**src/rtl/core/nhrc_pkg.sv**
```systemverilog
`default_nettype none
package nhrc_pkg;

  localparam int unsigned CFG_ADDR_W = 5;
  localparam int unsigned CFG_DATA_W = 32;

  localparam logic [7:0] PROTO_TCP = 8'd6;
  localparam logic [7:0] PROTO_UDP = 8'd17;

  localparam int unsigned FLAG_FIN = 0;
  localparam int unsigned FLAG_SYN = 1;
  localparam int unsigned FLAG_RST = 2;

  typedef enum logic [2:0] {
    REG_ORIG_SRC_ADDR = 3'd0,
    REG_ORIG_DST_ADDR = 3'd1,
    REG_ORIG_SRC_PORT = 3'd2,
    REG_ORIG_DST_PORT = 3'd3,
    REG_NEW_SRC_ADDR  = 3'd4,
    REG_NEW_DST_ADDR  = 3'd5,
    REG_NEW_SRC_PORT  = 3'd6,
    REG_NEW_DST_PORT  = 3'd7
  } reg_idx_t;

  typedef struct packed {
    logic [31:0] new_src_addr;
    logic [31:0] new_dst_addr;
    logic [15:0] new_src_port;
    logic [15:0] new_dst_port;
    logic [15:0] ip_delta;
    logic [15:0] l4_delta;
  } map_t;

  typedef struct packed {
    logic [31:0] src_addr;
    logic [31:0] dst_addr;
    logic [15:0] ip_checksum;
    logic [7:0]  protocol;
    logic        first_fragment;
    logic [15:0] src_port;
    logic [15:0] dst_port;
    logic [15:0] l4_checksum;
    logic [7:0]  tcp_flag_bits;
  } in_item_t;

  typedef struct packed {
    logic [31:0] src_addr;
    logic [31:0] dst_addr;
    logic [15:0] ip_checksum;
    logic [15:0] src_port;
    logic [15:0] dst_port;
    logic [15:0] l4_checksum;
    logic        ports_rewritten;
    logic        session_done;
    logic        flow_over;
  } out_item_t;

  typedef struct packed {
    logic session_ended;
    logic flow_ended;
  } marks_t;

  // ~from + to for one 16-bit word, widened for summing
  function automatic logic [19:0] word_delta(input logic [15:0] from, input logic [15:0] to);
    logic [16:0] s;
    s = {1'b0, ~from} + {1'b0, to};
    return {3'b000, s};
  endfunction

  function automatic logic [15:0] fold16(input logic [19:0] s);
    logic [16:0] a;
    logic [16:0] b;
    a = {1'b0, s[15:0]} + {13'b0, s[19:16]};
    b = {1'b0, a[15:0]} + {16'b0, a[16]};
    return b[15:0];
  endfunction

  function automatic logic [15:0] apply_delta(input logic [15:0] csum,
                                              input logic [15:0] delta);
    logic [19:0] s;
    s = {4'b0, ~csum} + {4'b0, delta};
    return ~fold16(s);
  endfunction

endpackage
`default_nettype wire

```
**src/rtl/core/nat_header_rewrite_checksum_top.sv**
```systemverilog
// NAT header rewrite with incremental checksum update. Every packet header
// gets the configured mapped addresses and an updated IPv4 checksum; TCP or
// UDP first fragments also get the mapped ports and an updated L4 checksum
// (a zero UDP checksum stays zero), and TCP flags drive the session-over and
// flow-over marks. While not stalled, one request is accepted per clock; its
// result passes through the input register and then the result register:
// the rewrite and checksum folds form one combinational stage between the
// two. A stalled result holds the input back. The checksum deltas are kept
// in their own register, loaded from the mapping registers. The user must
// write the registers over the APB port only while no request is in flight;
// the block itself does not enforce this.
`default_nettype none
module nat_header_rewrite_checksum_top
  import nhrc_pkg::*;
(
  input  wire logic                  clk,
  input  wire logic                  rst_n,
  input  wire logic                  in_valid,
  output logic                       in_stall,
  input  wire logic [31:0]           in_src_addr,
  input  wire logic [31:0]           in_dst_addr,
  input  wire logic [15:0]           in_ip_checksum,
  input  wire logic [7:0]            in_protocol,
  input  wire logic                  in_first_fragment,
  input  wire logic [15:0]           in_src_port,
  input  wire logic [15:0]           in_dst_port,
  input  wire logic [15:0]           in_l4_checksum,
  input  wire logic [7:0]            in_tcp_flag_bits,
  output logic                       out_valid,
  input  wire logic                  out_stall,
  output logic [31:0]                out_src_addr,
  output logic [31:0]                out_dst_addr,
  output logic [15:0]                out_ip_checksum,
  output logic [15:0]                out_src_port,
  output logic [15:0]                out_dst_port,
  output logic [15:0]                out_l4_checksum,
  output logic                       out_ports_rewritten,
  output logic                       out_session_done,
  output logic                       out_flow_over,
  input  wire logic                  psel,
  input  wire logic                  penable,
  input  wire logic                  pwrite,
  input  wire logic [CFG_ADDR_W-1:0] paddr,
  input  wire logic [CFG_DATA_W-1:0] pwdata,
  output logic      [CFG_DATA_W-1:0] prdata,
  output logic                       pready
);

  map_t      map;
  in_item_t  s1_r;
  logic      s1_v_r;
  out_item_t out_r;
  logic      out_v_r;
  out_item_t res;
  marks_t    marks_r;
  marks_t    marks_nxt;
  logic      out_adv;
  logic      s1_fire;

  nhrc_cfg u_cfg (
    .clk     (clk),
    .rst_n   (rst_n),
    .psel    (psel),
    .penable (penable),
    .pwrite  (pwrite),
    .paddr   (paddr),
    .pwdata  (pwdata),
    .prdata  (prdata),
    .pready  (pready),
    .map     (map)
  );

  nhrc_rewrite u_rewrite (
    .item      (s1_r),
    .map       (map),
    .marks     (marks_r),
    .res       (res),
    .marks_nxt (marks_nxt)
  );

  assign out_adv  = ~out_v_r | ~out_stall;
  assign s1_fire  = s1_v_r & out_adv;
  assign in_stall = s1_v_r & ~out_adv;

  always_ff @(posedge clk) begin
    if (!rst_n) begin
      s1_v_r  <= 1'b0;
      out_v_r <= 1'b0;
      marks_r <= '0;
    end else begin
      if (!in_stall) begin
        s1_v_r <= in_valid;
      end
      if (out_adv) begin
        out_v_r <= s1_v_r;
      end
      if (s1_fire) begin
        marks_r <= marks_nxt;
      end
    end
  end

  always_ff @(posedge clk) begin
    if (in_valid && !in_stall) begin
      s1_r.src_addr       <= in_src_addr;
      s1_r.dst_addr       <= in_dst_addr;
      s1_r.ip_checksum    <= in_ip_checksum;
      s1_r.protocol       <= in_protocol;
      s1_r.first_fragment <= in_first_fragment;
      s1_r.src_port       <= in_src_port;
      s1_r.dst_port       <= in_dst_port;
      s1_r.l4_checksum    <= in_l4_checksum;
      s1_r.tcp_flag_bits  <= in_tcp_flag_bits;
    end
    if (s1_fire) begin
      out_r <= res;
    end
  end

  assign out_valid           = out_v_r;
  assign out_src_addr        = out_r.src_addr;
  assign out_dst_addr        = out_r.dst_addr;
  assign out_ip_checksum     = out_r.ip_checksum;
  assign out_src_port        = out_r.src_port;
  assign out_dst_port        = out_r.dst_port;
  assign out_l4_checksum     = out_r.l4_checksum;
  assign out_ports_rewritten = out_r.ports_rewritten;
  assign out_session_done    = out_r.session_done;
  assign out_flow_over       = out_r.flow_over;

endmodule
`default_nettype wire

```
**src/rtl/core/nhrc_cfg.sv**
```systemverilog
`default_nettype none
module nhrc_cfg
  import nhrc_pkg::*;
(
  input  wire logic                  clk,
  input  wire logic                  rst_n,
  input  wire logic                  psel,
  input  wire logic                  penable,
  input  wire logic                  pwrite,
  input  wire logic [CFG_ADDR_W-1:0] paddr,
  input  wire logic [CFG_DATA_W-1:0] pwdata,
  output logic      [CFG_DATA_W-1:0] prdata,
  output logic                       pready,
  output map_t                       map
);

  logic [31:0] orig_src_addr_r, orig_dst_addr_r, new_src_addr_r, new_dst_addr_r;
  logic [15:0] orig_src_port_r, orig_dst_port_r, new_src_port_r, new_dst_port_r;
  reg_idx_t    idx;
  logic        wr_en;
  logic [19:0] raw_ip;
  logic [19:0] raw_l4;
  logic [15:0] ip_delta_nxt;
  logic [15:0] l4_delta_nxt;
  logic [15:0] ip_delta_r;
  logic [15:0] l4_delta_r;

  assign idx    = reg_idx_t'(paddr[CFG_ADDR_W-1:2]);
  assign pready = 1'b1;
  assign wr_en  = psel & penable & pwrite & pready;

  always_ff @(posedge clk) begin
    if (!rst_n) begin
      orig_src_addr_r <= '0;
      orig_dst_addr_r <= '0;
      orig_src_port_r <= '0;
      orig_dst_port_r <= '0;
      new_src_addr_r  <= '0;
      new_dst_addr_r  <= '0;
      new_src_port_r  <= '0;
      new_dst_port_r  <= '0;
    end else if (wr_en) begin
      unique case (idx)
        REG_ORIG_SRC_ADDR: orig_src_addr_r <= pwdata;
        REG_ORIG_DST_ADDR: orig_dst_addr_r <= pwdata;
        REG_ORIG_SRC_PORT: orig_src_port_r <= pwdata[15:0];
        REG_ORIG_DST_PORT: orig_dst_port_r <= pwdata[15:0];
        REG_NEW_SRC_ADDR:  new_src_addr_r  <= pwdata;
        REG_NEW_DST_ADDR:  new_dst_addr_r  <= pwdata;
        REG_NEW_SRC_PORT:  new_src_port_r  <= pwdata[15:0];
        REG_NEW_DST_PORT:  new_dst_port_r  <= pwdata[15:0];
      endcase
    end
  end

  always_comb begin
    unique case (idx)
      REG_ORIG_SRC_ADDR: prdata = orig_src_addr_r;
      REG_ORIG_DST_ADDR: prdata = orig_dst_addr_r;
      REG_ORIG_SRC_PORT: prdata = {16'b0, orig_src_port_r};
      REG_ORIG_DST_PORT: prdata = {16'b0, orig_dst_port_r};
      REG_NEW_SRC_ADDR:  prdata = new_src_addr_r;
      REG_NEW_DST_ADDR:  prdata = new_dst_addr_r;
      REG_NEW_SRC_PORT:  prdata = {16'b0, new_src_port_r};
      REG_NEW_DST_PORT:  prdata = {16'b0, new_dst_port_r};
    endcase
  end

  // address words high then low, ports added on top for l4
  assign raw_ip = word_delta(orig_src_addr_r[31:16], new_src_addr_r[31:16])
                + word_delta(orig_src_addr_r[15:0],  new_src_addr_r[15:0])
                + word_delta(orig_dst_addr_r[31:16], new_dst_addr_r[31:16])
                + word_delta(orig_dst_addr_r[15:0],  new_dst_addr_r[15:0]);
  assign raw_l4 = raw_ip
                + word_delta(orig_src_port_r, new_src_port_r)
                + word_delta(orig_dst_port_r, new_dst_port_r);

  assign ip_delta_nxt = fold16(raw_ip);
  assign l4_delta_nxt = fold16(raw_l4);

  // deltas depend on the mapping only, keep them off the request path
  always_ff @(posedge clk) begin
    ip_delta_r <= ip_delta_nxt;
    l4_delta_r <= l4_delta_nxt;
  end

  assign map.new_src_addr = new_src_addr_r;
  assign map.new_dst_addr = new_dst_addr_r;
  assign map.new_src_port = new_src_port_r;
  assign map.new_dst_port = new_dst_port_r;
  assign map.ip_delta     = ip_delta_r;
  assign map.l4_delta     = l4_delta_r;

endmodule
`default_nettype wire

```
**src/rtl/core/nhrc_rewrite.sv**
```systemverilog
`default_nettype none
module nhrc_rewrite
  import nhrc_pkg::*;
(
  input  wire in_item_t item,
  input  wire map_t     map,
  input  wire marks_t   marks,
  output out_item_t     res,
  output marks_t        marks_nxt
);

  logic is_tcp;
  logic is_udp;
  logic rw;

  assign is_tcp = (item.protocol == PROTO_TCP);
  assign is_udp = (item.protocol == PROTO_UDP);
  assign rw     = item.first_fragment & (is_tcp | is_udp);

  always_comb begin
    marks_nxt = marks;
    if (rw && is_tcp) begin
      priority if (item.tcp_flag_bits[FLAG_RST]) begin
        marks_nxt.session_ended = 1'b1;
      end else if (item.tcp_flag_bits[FLAG_FIN]) begin
        marks_nxt.flow_ended = 1'b1;
      end else if (item.tcp_flag_bits[FLAG_SYN]) begin
        marks_nxt.flow_ended = 1'b0;
      end
    end
  end

  always_comb begin
    res.src_addr        = map.new_src_addr;
    res.dst_addr        = map.new_dst_addr;
    res.ip_checksum     = apply_delta(item.ip_checksum, map.ip_delta);
    res.src_port        = rw ? map.new_src_port : item.src_port;
    res.dst_port        = rw ? map.new_dst_port : item.dst_port;
    // zero udp checksum means none, keep it
    if (rw && (is_tcp || item.l4_checksum != 16'h0000)) begin
      res.l4_checksum = apply_delta(item.l4_checksum, map.l4_delta);
    end else begin
      res.l4_checksum = item.l4_checksum;
    end
    res.ports_rewritten = rw;
    res.session_done    = marks_nxt.session_ended;
    res.flow_over       = marks_nxt.flow_ended;
  end

endmodule
`default_nettype wire
```
**config.mk**
```make
export PLATFORM = sky130hd
export DESIGN_NAME = nat_header_rewrite_checksum_top
export DESIGN_NICKNAME = d
export VERILOG_FILES = /design/src/rtl/core/nhrc_pkg.sv /design/src/rtl/core/nat_header_rewrite_checksum_top.sv /design/src/rtl/core/nhrc_cfg.sv /design/src/rtl/core/nhrc_rewrite.sv
export SDC_FILE = /design/constraint.sdc
export NUM_CORES = 1
export LEC_CHECK = 0
export ABC_AREA = 0
export BUFFER_PORTS_ARGS = -buffer_cell sky130_fd_sc_hd__buf_4
export CAP_MARGIN = 20
export CORE_ASPECT_RATIO = 1.1
export CORE_UTILIZATION = 30
export CTS_CLUSTER_DIAMETER = 60
export DETAILED_ROUTE_END_ITERATION = 7
export GPL_TIMING_DRIVEN = 0
export PLACE_DENSITY = 0.43
export SLEW_MARGIN = 0
export SYNTH_ARGS = -nofsm -noshare
export SYNTH_HDL_FRONTEND = slang
export SYNTH_SLANG_ARGS = --single-unit
```
**constraint.sdc**
```tcl
create_clock -name clk -period 16.27 [get_ports clk]
set_input_delay 3.254 -clock clk [delete_from_list [all_inputs] [get_ports clk]]
set_output_delay 3.254 -clock clk [all_outputs]
set_load 0.03 [all_outputs]
```
==> results.cfg, run 1 <==
[global_route]
grt_pass1_vias = 21000
grt_start_max_net_pins = 30
global_route.overflow_total = 0
grt_pass1_wl_mm = 138
antenna_found_initial = 0
groute.usage.overall_pct = 21.1

[setup_path]
crit_path_top_delay_cell = o41ai_1
timing.reg2reg.setup_slack_ns = 2.10
wp_data_arrival_ns = 14.69
cp_data_required_time_ns = 16.79
end_kind = register
critPathMaxFanout = 6
timing.critical_path.from_type = register
max_stage_delay_ns = 0.68
most_frequent_cp_cell = fa_1
path_class = register to register
category_of_cells_accounting_for_the_largest_share_of_critical_path_delay = adder cells
cp.buffers_inverters = 9

[die]
dieArea_um2 = 88400
core_um2 = 86400
rows = 113
floorplan_die_width_um = 284
vert_die_dim_um = 312
pin_count = 355
floorplan.initialDensity_pct = 30.3

[sta]
hold_slack_ns = 0.463
finalCritPeriodShare_pct = 87.1
final_max_slew_viol_count = 0
rsz0062_at_grt = no
clock_skew_ns = 0.0459
setup_viol = 0
min_period_ns = 14.17
slew_headroom_pct = 25.7
finalWorstSetupSlack_ns = 2.10
timing_hold_violations_final = 0
max_freq_mhz = 70.6
tightestPinTransition_ns = 1.11

[clock_tree]
cts_tree = done
clock_latency_on_the_worst_skew_pair_ns = 0.67
htree_levels = 2
clock-root-buffer = clkbuf_16
post_cts_buffers = 0
postCtsHoldBufs = 0
clk_pin_slew_worst_paths_ns = 0.06
cts-resized-gates = 0
clock_sinks = 435
tritoncts_buffers = 61
max-clock-path-buffers = 3

[final_layout]
num_antenna_cells = 0
layout-drive-gt1-share_pct = 14.4
num-nets-final = 3499
syn_to_final_growth_pct = 21.8
layout.cells.most_common = nand2_1
layout_common_cells = nand2_1 (566), inv_1 (298), buf_4 (265)

[status]
status = finished, final reports clean

[synth]
syn-mean-instance-area_um2 = 9.58
post_synth_num_cell_types = 95
synth_fp_nets = 3164
async_sr_flop_fraction_pct = 0
yosys_warnings = 0
synth.yosys.seq_area_share_pct = 41.2
synth_edf_count = 207
flops_latches_synth = 435
total_standard_cell_area_after_synthesis_um2 = 26200
ys.flop_type = dfxtp_1
synthesis.instances = 2731

[route]
wl_per_cell_um = 22.4
drt_drc_violations_left = 0
first_pass_iters = 5
wirelength_mm = 95.6
vias = 20900
antenna_violating_nets_post_route = 0
drt-vias-per-instance = 4.91
drtIter0Drc = 1299

[power_and_ir_drop]
power.density_cell_area_nw_per_um2 = 211
power.leakage_nw = 12.5
vdd_ir_drop_max_mv = 0.213

[placed_design]
port-buffer-count = 264
finalWeightedCongestion = 0.926
dp_slack_ns = 1.93
post-dp-hpwl_mm = 75.9

[job]
cap_viol_max_count = 0

[min_path]
min_path_type = register to register
==> per-layer routing <==
metal  share of wire (%)  routed length [um]  up-vias  track usage (%)
met4                 4.5                4280        0             9.05
met2                  50               47600      603             37.4
met5                   0                   0        -                0
li1                    -                   -     9967                -
met1                  42               39800    10200             25.7
met3                 4.2                3970      183             2.63
==> synth_stat cells, drive strengths merged (10+ instances only) <==
library cell  count  share of area [%]
xor2             61                2.0
a21oi            92                1.8
nand2b           11               0.26
o21ai            76                1.5
nand3            44               0.84
xnor2            83                2.9
o21a             17               0.49
mux4             16                1.4
edfxtp          207                 24
inv             299                4.3
a221oi           14               0.47
a21o             34                1.0
nor2             89                1.3
nor2b            17               0.41
nor4             11               0.29
nand2           566                8.1
a211oi           11               0.33
a21boi          195                5.6
o22ai            10               0.24
or2              16               0.38
or3              13               0.31
nor3             38               0.73
nand4            11               0.26
and3             18               0.44
mux2i            20               0.76
ha              117                5.6
buf              10               0.16
and2             24               0.58
dfxtp           228                 17
fa              127                9.7
clkbuf          101                1.5
==> tightest hold or removal path: cells and delay by family (launching register included) <==
family | cells | cell delay, ns
DFF | 1 | 0.31
AOI/OAI and AO/OA | 1 | 0.06
and+or+nand+nor | 1 | 0.04
==> per-stage QoR <==
stage / TNS (ns) / power, W / utilization [%] / instances / cell area, um2
2_1_floorplan: 0 / 0.00449 / - / 2731 / 26200
3_3_place_gp: -446.33 / 0.00538 / 34.3 / 4145 / 29600
3_5_place_dp: 0 / 0.00543 / 34.5 / 4153 / 29800
4_1_cts: 0 / 0.00684 / 36.9 / 4268 / 31900
5_1_grt: 0 / 0.00736 / 36.9 / 4268 / 31900
6_report: 0 / 0.00674 / 36.9 / 4268 / 31900
==> path summary, 6_finish.rpt <==
path                                               start                       end  cells after the start
worst max-delay path             u_cfg.new_src_addr_r[1]      u_cfg.l4_delta_r[15]                     55
worst min-delay path            u_cfg.new_src_port_r[13]  u_cfg.new_src_port_r[13]                      2
worst max register to register   u_cfg.new_src_addr_r[1]      u_cfg.l4_delta_r[15]                     55
worst min register to register  u_cfg.new_src_port_r[13]  u_cfg.new_src_port_r[13]                      2
==> power breakdown <==
group	leakage [nW]	internal (W)	switching, W
Combinational	7.62	0.00166	0.00239
Clock	1.02	0.000812	0.000550
Sequential	3.87	0.00129	0.0000383
==> cell type report <==
cell class / count / area (um2)
Sequential cell: 435 / 10800
Clock buffer: 80 / 1700
Tap cell: 1150 / 1440
Fill cell: 8763 / 54500
Inverter: 301 / 1130
Multi-Input combinational cell: 1884 / 13800
Timing Repair Buffer: 272 / 2130
Buffer: 111 / 444
Clock inverter: 35 / 404
==> kinds of logic (layout without fill, tap and decap cells) <==
group                    Yosys count  after routing  share of synthesized area, %
buffers and inverters            412            799                          6.01
adder cells (fa/ha/maj)          244            244                          15.3
XOR/XNOR                         144            144                          4.92
flip-flops                       435            435                          41.2
AND/OR/NAND/NOR                  903            903                          15.5
AO/OA/AOI/OAI                    554            554                          14.8
multiplexers                      38             38                          2.23
other                              1              1                        0.0143
==> flip-flops by register name, indices dropped and copies added (netlist names), 32 cells and up <==
name,cells
u_cfg.new_dst_addr_r,32
u_cfg.orig_dst_addr_r,32
u_cfg.orig_src_addr_r,32
u_cfg.new_src_addr_r,32
out_dst_addr,32
s1_r,76
out_src_addr,32
No activity file was read; power rests on OpenSTA's default activity.
==> inputs of run 2 (changes only) <==
- BUFFER_PORTS_ARGS: -buffer_cell sky130_fd_sc_hd__buf_4 -> -buffer_cell sky130_fd_sc_hd__buf_2
==> run 2 against run 1 <==
Combinational power barely moved. Clock power barely moved. Largest power group unchanged. Clock-buffer cell count fell by 3. Critical path depth fell by 1. Critical endpoint unchanged. Register-to-register slack barely moved. Design area fell by 2.1%. Utilization fell by 0.79 points.
==> results.cfg, run 2 (synthesized netlist as in run 1, its figures left out) <==
[final_layout]
finalCoreUtilization_pct = 36.1
largest-register = s1_r
num-nets-final = 3499
largest_register_ffs = 76
syn_to_final_growth_pct = 19.2
layout_common_cells = nand2_1 (566), inv_1 (298), buf_2 (266)
fill_cells = 8801
layout-drive-gt1-share_pct = 14.2
seqCellArea_um2 = 10800
final_design_area_no_fill_um2 = 31200
multi_input_comb_area_um2 = 13800
num_antenna_cells = 0
layout.cells.most_common = nand2_1

[placed_design]
finalWeightedCongestion = 0.920
area_of_placed_instances_um2 = 29100
dp_slack_ns = 1.93
post-dp-hpwl_mm = 75.8
port-buffer-count = 264

[power_and_ir_drop]
p_sw_w = 0.00298
switching_share_pct = 44.3
power.leakage_nw = 12.3
intPower_w = 0.00375
power.density_cell_area_nw_per_um2 = 216
share_clk_of_total_power_pct = 20.3
seq_power_share_pct = 19.7
combinational_cell_fraction_of_total_power_pct = 60.0
vdd_ir_drop_max_mv = 0.235
total_power_w = 0.00673

[sta]
timing_hold_violations_final = 0
final_max_slew_viol_count = 0
rsz0062_at_grt = no
tightestPinTransition_ns = 1.09
totalNegativeSetupSlack_ns = 0
max_freq_mhz = 70.6
setup_viol = 0
min_period_ns = 14.16
finalWorstSetupSlack_ns = 2.11
slew_headroom_pct = 27.0
finalCritPeriodShare_pct = 87.1
clock_skew_ns = 0.0478

[clock_tree]
clock_latency_on_the_worst_skew_pair_ns = 0.67
clock_sinks = 435
clk_pin_slew_worst_paths_ns = 0.06
htree_levels = 2
tritoncts_buffers = 61
cts_tree = done
postCtsHoldBufs = 0
max-clock-path-buffers = 3
cts-resized-gates = 0
post_cts_buffers = 0
clock-root-buffer = clkbuf_16

[die]
rows = 113
core_um2 = 86400
vert_die_dim_um = 312
dieArea_um2 = 88400
floorplan_die_width_um = 284
pin_count = 355
floorplan.initialDensity_pct = 30.3

[global_route]
groute.usage.overall_pct = 21.3
grt_pass1_vias = 21200
grt_pass1_wl_mm = 140
antenna_found_initial = 4
global_route.overflow_total = 0
grt_start_max_net_pins = 30

[setup_path]
critPathMaxFanout = 6
most_frequent_cp_cell = fa_1
crit_path_top_delay_cell = o41ai_1
end_kind = register
wp_data_arrival_ns = 14.67
max_stage_delay_ns = 0.66
cp_data_required_time_ns = 16.78
timing.critical_path.from_type = register
path_class = register to register

[route]
first_pass_iters = 5
drt-vias-per-instance = 4.89
vias = 20900
antenna_violating_nets_post_route = 0
wirelength_mm = 95.5
drt_drc_violations_left = 0
drtIter0Drc = 1280
wl_per_cell_um = 22.4

[job]
cap_viol_max_count = 0

[status]
status = finished, final reports clean

[min_path]
min_path_type = register to register
run 2: cell types whose count changed in the layout (fill, tap and decap cells not counted), sizes merged:
cell,change
bufinv,+2
inv,-1
clkinv,+1
clkbuf,-3
clkinvlp,+2
run 2: power by group through the flow:
| stage | clock, W | sequential, W | combinational (W) |
|---|---|---|---|
| 6_report | 0.00136 | 0.00132 | 0.00404 |
| 5_1_grt | 0.00145 | 0.00133 | 0.00459 |
| 4_1_cts | 0.00140 | 0.00133 | 0.00410 |
| 3_5_place_dp | 0 | 0.00135 | 0.00407 |
| 3_3_place_gp | 0 | 0.00136 | 0.00399 |
| 2_1_floorplan | 0 | 0.00139 | 0.00310 |
run 2: layout make-up:
class                   instances  share of cell area (%)
multi-input cells            1884                    44.4
plain buffers                 111                    1.42
clock buffers                  77                    5.25
flip-flops and latches        435                    34.6
repair buffers                272                    4.75
clock inverters                39                    1.41
well taps                    1150                    4.61
inverters                     301                    3.62
run 2: layer usage:
metal	part of all wire [%]	track usage (%)	vias up
met3	4.1	2.74	138
met1	42	26.0	10200
li1	-	-	9961
met2	50	38.3	550
met5	0	0	-
met4	3.5	7.64	0
run 2: metrics by stage:
step	instances	hold slack, ns
detailed placement	4153	0.456
floorplan	2731	0.430
finish	4269	0.464
CTS	4269	0.465
global route	4269	0.484
global placement	4145	0.449
run 2: critical path: cells and delay by family (launching register included):
family | cells | cell delay (ns)
AO/OA/AOI/OAI | 11 | 2.59
adder cells (fa/ha/maj) | 13 | 5.89
flip-flops | 1 | 0.63
buffers and inverters | 9 | 0.83
XOR/XNOR | 4 | 0.98
AND/OR/NAND/NOR | 17 | 3.07
run 2: path summary, 6_finish.rpt:
kind	from	to	slack (ns)	cells after the start
hold / removal	u_cfg.new_src_port_r[13]	u_cfg.new_src_port_r[13]	0.46	2
hold reg to reg	u_cfg.new_src_port_r[13]	u_cfg.new_src_port_r[13]	0.46	2
setup reg to reg	u_cfg.new_src_addr_r[2]	u_cfg.l4_delta_r[15]	2.11	54
setup / recovery	u_cfg.new_src_addr_r[2]	u_cfg.l4_delta_r[15]	2.11	54
